$ cat config.mk
export PLATFORM = sky130hd
export DESIGN_NAME = vlan_ipv4_flow_field_extractor_top
export DESIGN_NICKNAME = d
export VERILOG_FILES = /design/src/hdl/vife_pkg.sv /design/src/hdl/vife_parser.sv /design/src/hdl/vlan_ipv4_flow_field_extractor_top.sv
export SDC_FILE = /design/constraint.sdc
export NUM_CORES = 1
export LEC_CHECK = 0
export BUFFER_PORTS_ARGS = -buffer_cell sky130_fd_sc_hd__buf_2
export CAP_MARGIN = 30
export CORE_MARGIN = 2
export CORE_UTILIZATION = 46
export CTS_CLUSTER_SIZE = 40
export DETAILED_ROUTE_END_ITERATION = 8
export SLEW_MARGIN = 20
export SYNTH_ARGS = -nofsm -noshare
export SYNTH_HDL_FRONTEND = slang
export SYNTH_SLANG_ARGS = --single-unit
$ cat constraint.sdc
create_clock -name clk -period 15.16 [get_ports clk]
set_clock_uncertainty 0.1 [all_clocks]
set_input_delay 0.758 -clock clk [delete_from_list [all_inputs] [get_ports clk]]
set_output_delay 0.758 -clock clk [all_outputs]
set_load 0.01 [all_outputs]
$ cat src/hdl/vife_pkg.sv
// Package: shared types and constants for the VLAN/IPv4 flow field extractor.
`timescale 1ns / 1ps

package vife_pkg;

    localparam int MAX_FRAME_BYTES_DEF = 16384;

    localparam logic [2:0] PH_TYPE      = 3'd0;
    localparam logic [2:0] PH_IP        = 3'd1;
    localparam logic [2:0] PH_TRANSPORT = 3'd2;
    localparam logic [2:0] PH_DONE      = 3'd3;
    localparam logic [2:0] PH_SKIP      = 3'd4;

    localparam logic [15:0] ETHERTYPE_TAG  = 16'h8100;
    localparam logic [15:0] ETHERTYPE_IPV4 = 16'h0800;
    localparam logic [7:0]  PROTO_TCP      = 8'd6;
    localparam logic [7:0]  PROTO_UDP      = 8'd17;
    localparam logic [3:0]  IHL_MASK       = 4'hF;
    localparam logic [7:0]  BYTE_MASK      = 8'hFF;
    localparam logic [3:0]  IHL_MIN        = 4'd5;
    localparam int          ETH_TYPE_END   = 14;

    typedef struct packed {
        logic [7:0] data_byte;
        logic       frame_end;
    } vife_in_t;

    typedef struct packed {
        logic [31:0] source_address;
        logic [31:0] destination_address;
        logic [15:0] ip_total_length;
        logic [7:0]  ip_protocol;
        logic [15:0] source_port;
        logic [15:0] destination_port;
        logic        ports_valid;
    } vife_out_t;

endpackage

$ cat src/hdl/vife_parser.sv
// Byte parser: header walk state and field capture, one byte per step.
`timescale 1ns / 1ps

module vife_parser #(
    parameter int MAX_FRAME_BYTES = vife_pkg::MAX_FRAME_BYTES_DEF
) (
    input  logic                clk,
    input  logic                rst_n,
    input  logic                step,
    input  vife_pkg::vife_in_t  item,
    output logic                result_valid,
    output vife_pkg::vife_out_t result
);

    localparam int POS_W = $clog2(MAX_FRAME_BYTES + 4);
    localparam logic [POS_W-1:0] POS_MAX = POS_W'(MAX_FRAME_BYTES);
    localparam logic [POS_W-1:0] IP_START_RST = POS_W'(vife_pkg::ETH_TYPE_END);

    logic [POS_W-1:0] pos_reg, pos_next;
    logic [2:0]       phase_reg, phase_next;
    logic [15:0]      type_reg, type_next;
    logic [POS_W-1:0] ip_start_reg, ip_start_next;
    logic [3:0]       hw_reg, hw_next;
    logic [15:0]      len_reg, len_next;
    logic [7:0]       proto_reg, proto_next;
    logic [31:0]      src_reg, src_next;
    logic [31:0]      dst_reg, dst_next;
    logic [31:0]      ports_reg, ports_next;
    logic [2:0]       pbytes_reg, pbytes_next;

    logic [POS_W-1:0] off;
    logic [7:0]       b;
    logic             port_proto;
    logic             pv;

    assign b   = item.data_byte & vife_pkg::BYTE_MASK;
    assign off = pos_reg - ip_start_reg;

    always_comb
    begin
        pos_next      = pos_reg;
        phase_next    = phase_reg;
        type_next     = type_reg;
        ip_start_next = ip_start_reg;
        hw_next       = hw_reg;
        len_next      = len_reg;
        proto_next    = proto_reg;
        src_next      = src_reg;
        dst_next      = dst_reg;
        ports_next    = ports_reg;
        pbytes_next   = pbytes_reg;

        if (pos_reg < POS_MAX)
        begin
            pos_next = pos_reg + POS_W'(1);
            unique case (phase_reg)
                vife_pkg::PH_TYPE:
                begin
                    if ((pos_reg + POS_W'(2) == ip_start_reg) ||
                        (pos_reg + POS_W'(1) == ip_start_reg))
                    begin
                        type_next = {type_reg[7:0], b};
                    end
                    if (pos_reg + POS_W'(1) == ip_start_reg)
                    begin
                        if (type_next == vife_pkg::ETHERTYPE_TAG)
                            ip_start_next = ip_start_reg + POS_W'(4);
                        else if (type_next == vife_pkg::ETHERTYPE_IPV4)
                            phase_next = vife_pkg::PH_IP;
                        else
                            phase_next = vife_pkg::PH_SKIP;
                    end
                end
                vife_pkg::PH_IP:
                begin
                    if (off == '0)
                    begin
                        hw_next = b[3:0] & vife_pkg::IHL_MASK;
                        if (hw_next < vife_pkg::IHL_MIN)
                            phase_next = vife_pkg::PH_SKIP;
                    end
                    else
                    begin
                        if (off == POS_W'(2) || off == POS_W'(3))
                            len_next = {len_reg[7:0], b};
                        else if (off == POS_W'(9))
                            proto_next = b;
                        else if (off >= POS_W'(12) && off <= POS_W'(15))
                            src_next[{off[1:0], 3'b000} +: 8] = b;
                        else if (off >= POS_W'(16) && off <= POS_W'(19))
                            dst_next[{off[1:0], 3'b000} +: 8] = b;
                        if (off + POS_W'(1) == POS_W'({hw_reg, 2'b00}))
                        begin
                            if (proto_next == vife_pkg::PROTO_TCP ||
                                proto_next == vife_pkg::PROTO_UDP)
                                phase_next = vife_pkg::PH_TRANSPORT;
                            else
                                phase_next = vife_pkg::PH_DONE;
                        end
                    end
                end
                vife_pkg::PH_TRANSPORT:
                begin
                    ports_next  = {ports_reg[23:0], b};
                    pbytes_next = pbytes_reg + 3'd1;
                    if (pbytes_next >= 3'd4)
                        phase_next = vife_pkg::PH_DONE;
                end
                default:
                begin
                end
            endcase
        end
    end

    assign port_proto = (proto_next == vife_pkg::PROTO_TCP) ||
                        (proto_next == vife_pkg::PROTO_UDP);
    assign pv = port_proto && (pbytes_next >= 3'd4);

    assign result_valid = item.frame_end &&
                          ((phase_next == vife_pkg::PH_TRANSPORT) ||
                           (phase_next == vife_pkg::PH_DONE));

    always_comb
    begin
        result.source_address      = src_next;
        result.destination_address = dst_next;
        result.ip_total_length     = len_next;
        result.ip_protocol         = proto_next;
        result.source_port         = pv ? ports_next[31:16] : 16'd0;
        result.destination_port    = pv ? ports_next[15:0] : 16'd0;
        result.ports_valid         = pv;
    end

    always_ff @(posedge clk or negedge rst_n)
    begin
        if (!rst_n)
        begin
            pos_reg      <= '0;
            phase_reg    <= vife_pkg::PH_TYPE;
            type_reg     <= '0;
            ip_start_reg <= IP_START_RST;
            hw_reg       <= '0;
            len_reg      <= '0;
            proto_reg    <= '0;
            src_reg      <= '0;
            dst_reg      <= '0;
            ports_reg    <= '0;
            pbytes_reg   <= '0;
        end
        else if (step)
        begin
            if (item.frame_end)
            begin
                pos_reg      <= '0;
                phase_reg    <= vife_pkg::PH_TYPE;
                type_reg     <= '0;
                ip_start_reg <= IP_START_RST;
                hw_reg       <= '0;
                len_reg      <= '0;
                proto_reg    <= '0;
                src_reg      <= '0;
                dst_reg      <= '0;
                ports_reg    <= '0;
                pbytes_reg   <= '0;
            end
            else
            begin
                pos_reg      <= pos_next;
                phase_reg    <= phase_next;
                type_reg     <= type_next;
                ip_start_reg <= ip_start_next;
                hw_reg       <= hw_next;
                len_reg      <= len_next;
                proto_reg    <= proto_next;
                src_reg      <= src_next;
                dst_reg      <= dst_next;
                ports_reg    <= ports_next;
                pbytes_reg   <= pbytes_next;
            end
        end
    end

endmodule

$ cat src/hdl/vlan_ipv4_flow_field_extractor_top.sv
// Top level: input register, byte parser and result register.
`timescale 1ns / 1ps

// Takes one Ethernet frame byte per cycle with a last-byte mark, skips stacked
// VLAN tags, and for IPv4 frames whose header arrived complete emits one item
// holding addresses, total length, protocol and TCP/UDP ports; other frames
// give nothing. Sustained rate is one byte per cycle. A byte passes through an
// input register, and the parser loads the result register from it when the
// frame's last byte is stepped through the parser.
// Only a last byte waits on a full result register; other bytes keep flowing.
module vlan_ipv4_flow_field_extractor_top #(
    parameter int MAX_FRAME_BYTES = vife_pkg::MAX_FRAME_BYTES_DEF
) (
    input  logic                clk,
    input  logic                rst_n,
    input  logic                in_valid,
    output logic                in_ready,
    input  vife_pkg::vife_in_t  in_data,
    output logic                out_valid,
    input  logic                out_ready,
    output vife_pkg::vife_out_t out_data
);

    logic                s1_valid_reg;
    vife_pkg::vife_in_t  s1_item_reg;
    logic                out_valid_reg;
    vife_pkg::vife_out_t out_data_reg;

    logic                out_free;
    logic                step;
    logic                res_valid;
    vife_pkg::vife_out_t res;

    assign out_free = !out_valid_reg || out_ready;
    assign step     = s1_valid_reg && (!s1_item_reg.frame_end || out_free);
    assign in_ready = !s1_valid_reg || step;

    vife_parser #(
        .MAX_FRAME_BYTES(MAX_FRAME_BYTES)
    ) u_parser (
        .clk         (clk),
        .rst_n       (rst_n),
        .step        (step),
        .item        (s1_item_reg),
        .result_valid(res_valid),
        .result      (res)
    );

    always_ff @(posedge clk or negedge rst_n)
    begin
        if (!rst_n)
            s1_valid_reg <= 1'b0;
        else if (in_ready)
            s1_valid_reg <= in_valid;
    end

    always_ff @(posedge clk)
    begin
        if (in_valid && in_ready)
            s1_item_reg <= in_data;
    end

    always_ff @(posedge clk or negedge rst_n)
    begin
        if (!rst_n)
            out_valid_reg <= 1'b0;
        else if (step && res_valid)
            out_valid_reg <= 1'b1;
        else if (out_ready)
            out_valid_reg <= 1'b0;
    end

    always_ff @(posedge clk)
    begin
        if (step && res_valid)
            out_data_reg <= res;
    end

    assign out_valid = out_valid_reg;
    assign out_data  = out_data_reg;

endmodule
* Yosys cells after proc, flatten, opt, wreduce, memory -nomap -nowiden
Cells that the tools add are included.
** Operators by class
- $add $sub $neg :: 7
- Order comparisons :: 8
- Muxes and demuxes :: 67
- Equality and inequality tests :: 16
- Shift operators :: 2
- Reduce and logical (&&, ||, !) cells :: 31
** Operators by type and width (count)
- 32-bit two-way mux :: 18
- 16-bit two-way mux :: 11
- 15-bit two-way mux :: 7
- 8-bit two-way mux :: 9
- 32-bit bitwise mux :: 2
- 3-bit two-way mux :: 12
- 8-bit by 7-bit variable shift with 32-bit output (first input constant) :: 1
- 8-bit by 7-bit indexed part select with 32-bit output :: 1
- 15-bit by 1-bit adder with 15-bit output (second input constant) :: 2
- 15-bit == test :: 2
- 15-bit by 2-bit == test with 1-bit output (second input constant) :: 2
- 16-bit by 12-bit == test with 1-bit output (second input constant) :: 1
- 16-bit == test (second input constant) :: 1
- 8-bit by 3-bit == test with 1-bit output (second input constant) :: 2
- 8-bit by 5-bit == test with 1-bit output (second input constant) :: 2
- 4-bit two-way mux :: 4
- 15-bit by 2-bit adder with 15-bit output (second input constant) :: 1
- 15-bit by 3-bit adder with 15-bit output (second input constant) :: 1
- 15-bit by 4-bit == test with 1-bit output (second input constant) :: 1
- 15-bit by 6-bit == test with 1-bit output :: 1
- 15-bit by 4-bit greater-or-equal comparator with 1-bit output (second input constant) :: 1
- 15-bit by 5-bit greater-or-equal comparator with 1-bit output (second input constant) :: 1
- 15-bit by 4-bit less-or-equal comparator with 1-bit output (second input constant) :: 1
- 15-bit by 5-bit less-or-equal comparator with 1-bit output (second input constant) :: 1
- other kinds (20) :: 46
** Storage, ports and cells
- Input port bits :: 13
- Word-level logic and storage cells :: 153
- Output and inout bits :: 123
- Flip-flop bits (word level) :: 308

* Longest topological paths before layout
- Depth after elaboration :: 19
- Depth in mapped cells :: 17
- Depth with buffers taken out :: 12

* By module
Synthesis repeated with hierarchy kept, for this count alone.
** Unflattened totals
- Cells, all modules :: 1395
- Area total of the unflattened synthesis :: 14971.9 µm²
** Modules (own cells, without submodules)
- vife_parser :: cells an instance 1254, times used 1, area each 10945.5 µm², seq. area each 4182.8 µm²
- vlan_ipv4_flow_field_extractor_top :: cells an instance 141, times used 1, area each 4026.4 µm², seq. area each 3953.8 µm²

* Worst setup path after synthesis
OpenSTA, ideal clock, no wires.
- Path type :: reg-to-reg
- Start :: register u_parser.ip_start_reg[2]
- End :: register out_data_reg, in the netlist out_data[0], enable pin
- Data arrival time :: 6.117 ns
- Clock period less this slack :: 6.712 ns
- Setup slack :: 8.448 ns
- Cell stages (with the launch flop) :: 14
- Required time :: 14.565 ns
- Library setup time :: 0.495 ns
- Buffers on the path :: 1
- Cell sequence :: dfstp_2 inv_1 ha_1 buf_2 or3b_1 a21oi_1 o21ai_0 or3_1 or4_1 or3_1 o211ai_1 nand4b_1 o31ai_1 and2_1
** On the way
- Word-level cells in the longest chain between the ends :: 18
- Elaborated cells on any way between the ends :: 37
- Classes of those cells :: add/sub (2); eq/ne (12); mux (16); reduce/logical (7)
** Ends and longest elaborated chain
- start, declared :: line vife_parser.sv:22 : logic [POS_W-1:0] ip_start_reg, ip_start_next;
- start signal, assigned :: line vife_parser.sv:172 : ip_start_reg <= ip_start_next;
- 15-bit subtractor :: line vife_parser.sv:37 : assign off = pos_reg - ip_start_reg;
- 15-bit by 4-bit == test with 1-bit output / 15-bit by 2-bit == test with 1-bit output (equally long branches) :: line vife_parser.sv:86, vife_parser.sv:84
- 8-bit two-way mux / 1-bit logical OR (equally long branches) :: line vife_parser.sv:86, vife_parser.sv:84
- 8-bit two-way mux :: line vife_parser.sv:84 : if (off == POS_W'(2) || off == POS_W'(3))
- 8-bit two-way mux :: line vife_parser.sv:76 : if (off == '0)
- 8-bit two-way mux :: line vife_parser.sv:56 : unique case (phase_reg)
- 8-bit two-way mux :: line vife_parser.sv:53 : if (pos_reg < POS_MAX)
- 8-bit by 3-bit == test with 1-bit output / 8-bit by 5-bit == test with 1-bit output (equally long branches) :: line vife_parser.sv:94, vife_parser.sv:95
- [... 2 more ...]
- 3-bit two-way mux :: line vife_parser.sv:92 : if (off + POS_W'(1) == POS_W'({hw_reg, 2'b00}))
- 3-bit two-way mux :: line vife_parser.sv:76
- 3-bit one-hot mux with 3 select lines * :: line vife_parser.sv:56
- 3-bit two-way mux * :: line vife_parser.sv:53
- 3-bit by 2-bit == test with 1-bit output, on equally long branches :: line vife_parser.sv:121, vife_parser.sv:122
- 1-bit logical OR * :: line vife_parser.sv:121 : ((phase_next == vife_pkg::PH_TRANSPORT) ||
- 1-bit logical AND * :: line vife_parser.sv:120 : assign result_valid = item.frame_end &&
- 1-bit logical AND * :: line vlan_ipv4_flow_field_extractor_top.sv:75 : if (step && res_valid)
- end signal, assigned :: line vlan_ipv4_flow_field_extractor_top.sv:76 : out_data_reg <= res;
- end, declared :: line vlan_ipv4_flow_field_extractor_top.sv:27 : vife_pkg::vife_out_t out_data_reg;
Every way passes the cells marked *; elsewhere a longest branch is shown, timed or not. The select of a mux whose other input is x is not followed.
A chain may end at the register's enable or synchronous reset.

* Worst setup path after layout
- Start :: register u_parser.ip_start_reg[2]
- End :: register out_data_reg, in the netlist out_data[27], enable pin
The elaborated chain is that of the path after synthesis.

==> flow_metrics.py <==
metrics = {
    "sta": {
        "grt_setup_unrepaired": "no",
        "worst_pin_slew_ps": 963,
        "min_period_ps": 5790,
        "max-slew-margin-rel_pct": 35.3,
        "drv_slew": 0,
        "setup-tns-final_ps": 0,
        "post-route-period-util_pct": 38.2,
        "fmax_mhz": 173,
        "hold_viol_final": 0,
        "setup_violations": 0,
    },
    "final_layout": {
        "antenna_cells": 0,
        "fin_cells": 2172,
        "utilization_pct": 52.6,
        "largest_reg_flops": 121,
        "drive_above_1_share_pct": 16.1,
        "area_growth_pct": 13.4,
        "fin_nets": 1730,
    },
    "logic_synthesis": {
        "synth_flop_cell": "dfrtp_1",
        "synth_area_leaders": "dfrtp_1, edfxtp_1, o21ai_0, nand2_1, a22oi_1",
        "yosysTopAreaCell": "dfrtp_1",
        "synth_area_mm2": 0.0159,
        "ys_ff_latch": 299,
        "netlist_instances": 1606,
        "synth-edff-count": 130,
        "yosysSeqAreaShare_pct": 51.2,
        "synth_top_area_share_pct": 26.1,
        "synth.distinct_cells": 84,
        "synth_warnings": 0,
        "async_flop_share_pct": 56.5,
        "syn_avg_cell_area_um2": 9.90,
        "synth_nets": 1644,
    },
    "clock_tree": {
        "post-cts-setup-buffers": 0,
        "clock-sinks": 299,
        "cts-resized-gates": 0,
        "ctsLongestPathBuffers": 3,
        "clkSlewWorstSetupHoldPaths_ps": 60,
        "htree_levels": 2,
        "root_buffer": "clkbuf_16",
        "cts_made_buffers": 34,
        "cts_tree": "yes",
        "clk_latency_ps": 520,
        "postCtsHoldBufs": 0,
    },
    "routing": {
        "wirelength_um": 42600,
        "drt_iter0_drc": 1185,
        "route.detailed.drc": 0,
        "antenna_left": 0,
        "vias": 12700,
        "via_per_inst": 5.84,
        "wl_per_cell_um": 19.6,
        "firstDrtPassIters": 5,
    },
    "worst_setup_path": {
        "criticalPathCategory": "flop to flop",
        "crit_required_ps": 15200,
        "worstSetupStartpoint": "u_parser.ip_start_reg[2]",
        "r2r_start": "u_parser.ip_start_reg[2]",
        "crit_arrival_ps": 5830,
        "start_kind": "flop",
        "crit_fanout": 63,
        "critPathCaptureType": "flop",
    },
    "global_route": {
        "grt_pass1_vias": 11600,
        "grt_max_degree": 83,
        "grt_remaining_overflow": 0,
        "grt_pass1_wl_um": 66300,
        "track_usage_pct": 23.3,
        "grt_antenna_before_repair": 0,
    },
    "placement": {
        "dp_cells": 2106,
        "gp_congestion": 0.885,
        "hpwl_um": 27600,
        "port_buffers": 135,
    },
    "floorplanning": {
        "dieArea_mm2": 0.0361,
        "ioPinCount": 136,
        "initial_core_util_pct": 46.4,
        "rows": 68,
        "fp.dieW_um": 190,
        "die_h_um": 190,
        "core-area_mm2": 0.0343,
    },
    "run_status": {
        "outcome": "finished clean",
    },
    "pwr": {
        "power.total_uw": 2030,
        "powerDensity_mw_per_mm2": 112,
        "power_leakage_uw": 0.00661,
        "ir_drop_uv": 72.2,
    },
    "flow_run": {
        "drv_cap": 0,
    },
    "worst_hold_path": {
        "hp-class": "primary input to asynchronous set/reset pin",
    },
}
-- placed cells by master (no fill, tap or decap), types with 13 or more instances in the layout --
cell	instances
nor3_1	78
edfxtp_1	130
clkbuf_16	35
buf_2	142
o21ai_0	200
nand4_1	15
a32o_1	17
a22o_1	23
nor2_1	59
dfrtp_1	166
a21oi_1	36
and2_1	41
nand3_1	27
a22oi_1	97
ha_1	24
inv_1	34
buf_4	21
mux2i_1	35
xor2_1	13
nand2_1	258
xnor2_1	34
-- final cells by class --
type / instances / area (um^2)
Tap cell: 455 / 569
Fill cell: 3146 / 16300
Inverter: 34 / 128
Sequential cell: 299 / 8140
Clock inverter: 13 / 97.6
Timing Repair Buffer: 169 / 982
Clock buffer: 48 / 945
Multi-Input combinational cell: 1154 / 7170
-- layer usage --
layer	GRT usage [%]	vias to the layer above	share of wire [%]
li1	-	6052	-
met5	0	-	0
met4	6.92	0	2.4
met3	3.73	62	5.8
met1	34.7	6162	47
met2	34.9	414	45
-- through the flow --
step	hold WS [ps]	setup WS [ps]	cell area (um^2)
after floorplan	362	8450	15900
after global placement	374	9520	16800
after detailed placement	383	9390	16900
after CTS	31.8	9360	17900
after global routing	55.0	8940	18000
final	40.9	9370	18000
-- synth_stat cells, types with 27 or more instances --
library cell  count
dfrtp_1         166
mux2i_1          35
and2_1           42
nor3_1           79
inv_1            34
nand3_1          27
nand2_1         259
o21ai_0         200
a22oi_1          97
nor2_1           60
a21oi_1          36
edfxtp_1        130
xnor2_1          34
clkbuf_1         96
-- worst paths after layout --
check	endpoint	slack [ps]	depth (start not counted)
worst max-delay path	out_data[27]	9370	13
worst min-delay path	u_parser.pos_reg[4]	40	1
worst max register to register	out_data[27]	9370	13
worst min register to register	u_parser.len_reg[8]	390	1
max in group asynchronous	u_parser.src_reg[22]	13980	3
min in group clk	s1_item_reg[3]	320	1
-- where the power goes --
part / internal (uW) / leakage [uW] / switching, uW
clock network: 453 / 0.000504 / 333
logic: 128 / 0.00275 / 220
registers: 859 / 0.00336 / 34.6
total: 1440 / 0.00661 / 587
-- worst max-delay path: stages (launching register included) --
cell and delay [ps]:
dfstp_2 590, inv_1 110, ha_1 410, or3b_1 380, a21oi_1 260, o21ai_0 190
or4_1 500, or3_1 330, nor4_1 350, o21a_1 180, nor2_1 40, o31ai_1 360
and2_4 840, buf_4 710
-- logic make-up after synthesis --
family	count (synthesis)	share of synthesized area (%)
AOI/OAI and AO/OA	447	18.3
xor gates and xnor gates	51	3.00
adders and majority gates	25	2.01
buffers and inverters	153	3.90
DFF	299	51.2
muxes	62	4.35
other	1	0.0236
and+or+nand+nor	568	17.2
Power figures use the tool's default switching activity.
